File: src/design/palette_nearest_color_match_defines.svh
// assertion helpers for the palette match rtl
`ifndef PALETTE_NEAREST_COLOR_MATCH_DEFINES_SVH
`define PALETTE_NEAREST_COLOR_MATCH_DEFINES_SVH

// same-cycle implication, sampled on clk, off while rst is high
`define PALNC_ASSERT_IMP(lbl, ante, cons) \
  lbl: assert property (@(posedge clk) disable iff (rst) (ante) |-> (cons)) \
    else $error("palette match check failed");

// next-cycle implication, sampled on clk, off while rst is high
`define PALNC_ASSERT_NXT(lbl, ante, cons) \
  lbl: assert property (@(posedge clk) disable iff (rst) (ante) |=> (cons)) \
    else $error("palette match check failed");

`endif

File: src/design/palnc_pkg.sv
package palnc_pkg;

  localparam int TABLE_DEPTH = 128;
  localparam int CNT_W       = $clog2(TABLE_DEPTH + 1);
  localparam int COMP_W      = 16;
  localparam int COLOR_W     = 3 * COMP_W;
  localparam int CODE_W      = 32;
  localparam int DIST_W      = COMP_W + 2;
  localparam int STATUS_W    = 3;

  typedef logic [STATUS_W-1:0] status_t;

  localparam status_t ST_EXACT     = 3'd0;
  localparam status_t ST_NEAREST   = 3'd1;
  localparam status_t ST_EMPTY     = 3'd2;
  localparam status_t ST_INSERTED  = 3'd3;
  localparam status_t ST_DUPLICATE = 3'd4;
  localparam status_t ST_FULL      = 3'd5;

  localparam logic OP_INSERT = 1'b0;
  localparam logic OP_QUERY  = 1'b1;

  // request travelling down the row of cells, with the running search result
  typedef struct packed {
    logic               vld;
    logic               op;
    logic               dup;
    logic               hit;
    logic [COLOR_W-1:0] color;
    logic [CODE_W-1:0]  code;
    logic [DIST_W-1:0]  best_dist;
    logic [COLOR_W-1:0] best_color;
    logic [CODE_W-1:0]  best_code;
  } token_t;

  function automatic logic [COMP_W-1:0] absdiff(input logic [COMP_W-1:0] a,
                                                input logic [COMP_W-1:0] b);
    absdiff = (a > b) ? (a - b) : (b - a);
  endfunction

endpackage

File: src/design/palnc_cell.sv
module palnc_cell (
  input  logic                    clk,
  input  logic                    rst,
  input  logic                    en,
  input  logic                    occupied,
  input  logic                    wr,
  input  logic [palnc_pkg::COLOR_W-1:0] wr_color,
  input  logic [palnc_pkg::CODE_W-1:0]  wr_code,
  input  palnc_pkg::token_t       tok_in,
  output palnc_pkg::token_t       tok_out
);
  import palnc_pkg::*;

  logic [COLOR_W-1:0] ent_color;
  logic [CODE_W-1:0]  ent_code;
  logic [DIST_W-1:0]  sad;
  logic               better;
  token_t             tok_next;

  // l1 distance from the stored color to the request color
  always_comb begin
    sad = DIST_W'(absdiff(ent_color[3*COMP_W-1:2*COMP_W], tok_in.color[3*COMP_W-1:2*COMP_W]))
        + DIST_W'(absdiff(ent_color[2*COMP_W-1:COMP_W], tok_in.color[2*COMP_W-1:COMP_W]))
        + DIST_W'(absdiff(ent_color[COMP_W-1:0], tok_in.color[COMP_W-1:0]));
    better = !tok_in.hit || (sad < tok_in.best_dist)
          || ((sad == tok_in.best_dist) && (ent_color < tok_in.best_color));
  end

  always_comb begin
    tok_next = tok_in;
    if (tok_in.vld && occupied) begin
      if (tok_in.op == OP_QUERY) begin
        if (better) begin
          tok_next.hit        = 1'b1;
          tok_next.best_dist  = sad;
          tok_next.best_color = ent_color;
          tok_next.best_code  = ent_code;
        end
      end else if (ent_color == tok_in.color) begin
        tok_next.dup = 1'b1;
      end
    end
  end

  always_ff @(posedge clk) begin
    if (wr) begin
      ent_color <= wr_color;
      ent_code  <= wr_code;
    end
  end

  always_ff @(posedge clk) begin
    if (rst) begin
      tok_out.vld <= 1'b0;
    end else if (en) begin
      tok_out <= tok_next;
    end
  end

endmodule

File: config.mk
export PLATFORM = sky130hd
export DESIGN_NAME = palnc_cell
export DESIGN_NICKNAME = d
export VERILOG_FILES = /design/src/design/palette_nearest_color_match_defines.svh /design/src/design/palnc_pkg.sv /design/src/design/palnc_cell.sv
export SDC_FILE = /design/constraint.sdc
export NUM_CORES = 1
export LEC_CHECK = 0
export BUFFER_PORTS_ARGS = -buffer_cell sky130_fd_sc_hd__clkbuf_2
export CAP_MARGIN = 10
export CORE_ASPECT_RATIO = 0.5
export CORE_MARGIN = 2
export CORE_UTILIZATION = 48
export CTS_BUF_LIST = sky130_fd_sc_hd__clkbuf_16
export DETAILED_ROUTE_END_ITERATION = 16
export MAX_ROUTING_LAYER = met4
export PLACE_DENSITY_LB_ADDON = 0.2
export SKIP_CTS_REPAIR_TIMING = 1
export SYNTH_ARGS = -nofsm -noshare
export SYNTH_HDL_FRONTEND = slang
export SYNTH_SLANG_ARGS = --single-unit
File: constraint.sdc
create_clock -name clk -period 9.3 [get_ports clk]
set_clock_uncertainty 0.2 [all_clocks]
set_input_delay 0.93 -clock clk [delete_from_list [all_inputs] [get_ports clk]]
set_output_delay 0.93 -clock clk [all_outputs]
set_load 0.02 [all_outputs]
==> flow_metrics.env <==
export IMPL_timing_setup_tns_ns=0
export IMPL_report_final_slew_viol_count=0
export IMPL_async_reset_ff_share_pct=0
export IMPL_clk_insertion_delay_late_ns=0.56
export IMPL_vias=11990
export IMPL_grt_most_used_layer="met2"
export IMPL_drt_iter0_markers=850
export IMPL_multiInputGateArea_um2=7401
export IMPL_synthesized_instance_count=1396
export IMPL_routed_wirelength_mm=42.86
export IMPL_unrepaired_setup_endpoints_after_global_routing="false"
export IMPL_clock_tree_sinks=262
export IMPL_synthAdderAreaFrac_pct=16.13
export IMPL_place_inst=2251
export IMPL_vdd_ir_drop_worst_mv=0.1732
export IMPL_critical_path_slowest_cell="sky130_fd_sc_hd__a21oi_2"
export IMPL_drtPass1Iterations=5
export IMPL_fillerInstances=2817
export IMPL_dominant_combinational_cell_family_by_area_after_synthesis="adder cells"
export IMPL_grt_max_degree=64
export IMPL_combined_global_route_utilization_of_all_metal_layers_pct=24.19
export IMPL_synth_top_cell_area_share_pct=48.17
export IMPL_worst_path_most_repeated_cell="sky130_fd_sc_hd__ha_1"
export IMPL_ctsRootBufferMaster="sky130_fd_sc_hd__clkbuf_16"
export IMPL_regArea_um2=7858
export IMPL_synthXorXnorAreaFrac_pct=2.745
export IMPL_timing_worst_setup_path_type="in2reg"
export IMPL_cts_tree="built"
export IMPL_cp_data_arrival_time_ns=8.46
export IMPL_final_period_utilization_pct=89.84
export IMPL_num_nets_final=2301
export IMPL_power_density_cell_area_nw_per_um2=253.9
export IMPL_grt_use_met2_pct=38.16
export IMPL_timing_hold_violations_final=0
export IMPL_global_route_usage_met1_pct=33.84
export IMPL_crit_family="compound AO/OA/AOI/OAI gates"
export IMPL_total_power_mw=5.027
export IMPL_grt_pass1_vias=11550
export IMPL_yosys_register_bits=262
export IMPL_worst_r2r_setup_slack_ns=1.03
export IMPL_yosysMostFrequentCell="sky130_fd_sc_hd__edfxtp_1"
export IMPL_layout_core_utilization_pct=59.57
export IMPL_cts_inserted_buffers=26
export IMPL_synth_yosys_warnings=0
export IMPL_dp_slack_ns=0.5216
export IMPL_row_count=47
export IMPL_post_route_min_period_ns=8.355
export IMPL_remaining_drc_errors=0
export IMPL_worst_slew_pin_transition_ns=0.9518
export IMPL_globalRoute_totalOverflow=0
export IMPL_placed_cell_area_um2=18950
export IMPL_synth_top_cell_by_area="sky130_fd_sc_hd__edfxtp_1"
export IMPL_ys_top_cells_by_count="sky130_fd_sc_hd__edfxtp_1, sky130_fd_sc_hd__inv_1, sky130_fd_sc_hd__ha_1"
export IMPL_crit_path_end_kind="register"
export IMPL_die_h_um=134.2
export IMPL_critPathBufInv=5
export IMPL_synth_simple_area_share_pct=6.452
export IMPL_cts_max_path_buffers=3
export IMPL_max_freq_mhz=119.7
export IMPL_crit_fanout=52
export IMPL_layout_cells_non_filler=2301
export IMPL_max_slew_margin_rel_pct=36.41
export IMPL_core_area_um2=33230
export IMPL_place_hpwl_mm=34.35
export IMPL_timing_final_ws_setup_ns=0.9447
export IMPL_syn_to_final_growth_pct=21.65
export IMPL_final_antenna_net_count=0
export IMPL_drt_vias_per_instance=5.210
export IMPL_timing_max_cap_violations=0
export IMPL_synth_compound_area_share_pct=12.22
export IMPL_clk_pin_slew_ns=0.07
export IMPL_met3_usage_pct=3.451
export IMPL_startpoint_kind_of_the_worst_setup_timing_path="primary input"
export IMPL_ys_types=73
export IMPL_cellLeakagePower_nw=9.298
export IMPL_hp_class="reg2reg"
export IMPL_synthTopCellsByArea="sky130_fd_sc_hd__edfxtp_1, sky130_fd_sc_hd__ha_1, sky130_fd_sc_hd__inv_1, sky130_fd_sc_hd__mux2_2, sky130_fd_sc_hd__mux2i_1"
export IMPL_boundaryPins=449
export IMPL_status="finished clean"
export IMPL_seq_area_frac_synth_pct=48.29
export IMPL_main_flop_type_after_synthesis="sky130_fd_sc_hd__edfxtp_1"
export IMPL_delay_of_the_slowest_critical_path_stage_ns=0.73
export IMPL_routedWlPerCell_um=18.62
export IMPL_cell_area_after_layout_um2=19790
export IMPL_required_ns=9.41
export IMPL_grt_first_pass_wirelength_mm=64.29
export IMPL_grt_antenna_before_repair=1
export IMPL_die_w_um=264.4
export IMPL_setup_viol=0
export IMPL_drive_above_1_share_pct=31.00
export IMPL_mappedNetlistNets=1859
export IMPL_fin_worst_hold_slack_ns=0.3080
export IMPL_htreeDepth=1
export IMPL_synth_edff_count=261
export IMPL_floorplan_initialDensity_pct=48.97
export IMPL_post_synthesis_instance_area_um2=16270
export IMPL_globalplace_congestion=0.9239
export IMPL_place_port_buffers=448
export IMPL_synthesized_area_per_cell_um2=11.66
export IMPL_design_die_area_um2=35480
export IMPL_synth_mux_area_share_pct=7.813
## tightest hold or removal path, cell delays in order (launching register included)
cell and delay (ns):
sky130_fd_sc_hd__dfxtp_1 0.33, sky130_fd_sc_hd__mux2i_1 0.07, sky130_fd_sc_hd__nor2_1 0.08
## placed cells by master, fill, tap and decap left out, drive strengths merged, types with 43 or more instances in the layout
cell    instances
clkbuf        473
edfxtp        261
inv           218
ha            173
a21oi         105
nand2          61
mux2i          61
mux2           58
a21o           50
o21ai          45
nor2           43
## path summary, 6_finish.rpt
kind	start	depth (start not counted)	end
max	tok_in[156]	28	tok_out[20]
min	tok_out[181]	2	tok_out[181]
max reg2reg	ent_color[26]	26	tok_out[20]
min reg2reg	tok_out[181]	2	tok_out[181]
## power by group
| part | total (mW) | switching, mW | internal, mW |
|---|---|---|---|
| sequential | 1.46 | 0.0366 | 1.42 |
| clock | 1.05 | 0.478 | 0.571 |
| combinational | 2.52 | 1.49 | 1.02 |
## per-layer routing
| layer | up-vias | routed length, um | part of all wire, % |
|---|---|---|---|
| li1 | 5919 | - | - |
| met1 | 5709 | 20390 | 48 |
| met2 | 315 | 19740 | 46 |
| met3 | 45 | 2010 | 4.7 |
| met4 | 0 | 718 | 1.7 |
| met5 | - | 0 | 0 |
## area by class of cell
| class | count | share of cell area (%) |
|---|---|---|
| Timing Repair Buffer | 458 | 11.85 |
| Clock buffer | 26 | 3.287 |
| Tap cell | 441 | 2.788 |
| Inverter | 213 | 4.039 |
| Antenna cell | 2 | 0.02528 |
| Multi-Input combinational cell | 877 | 37.39 |
| Sequential cell | 262 | 39.70 |
| Clock inverter | 22 | 0.9292 |
## state kept, by name (all words and copies together) (netlist names)
| name | flops |
|---|---|
| tok_out | 182 |
| ent_code | 32 |
| ent_color | 48 |
## logic make-up (layout without fill, tap and decap cells)
kind of cell             count (synthesis)  in the layout
AO/OA/AOI/OAI                          301            301
AND/OR/NAND/NOR                        210            210
multiplexers                           119            119
adder cells (fa/ha/maj)                196            196
flip-flops                             262            262
other                                    0              2
XOR/XNOR                                51             51
buffers and inverters                  257            719
No activity file was read; power rests on OpenSTA's default activity.
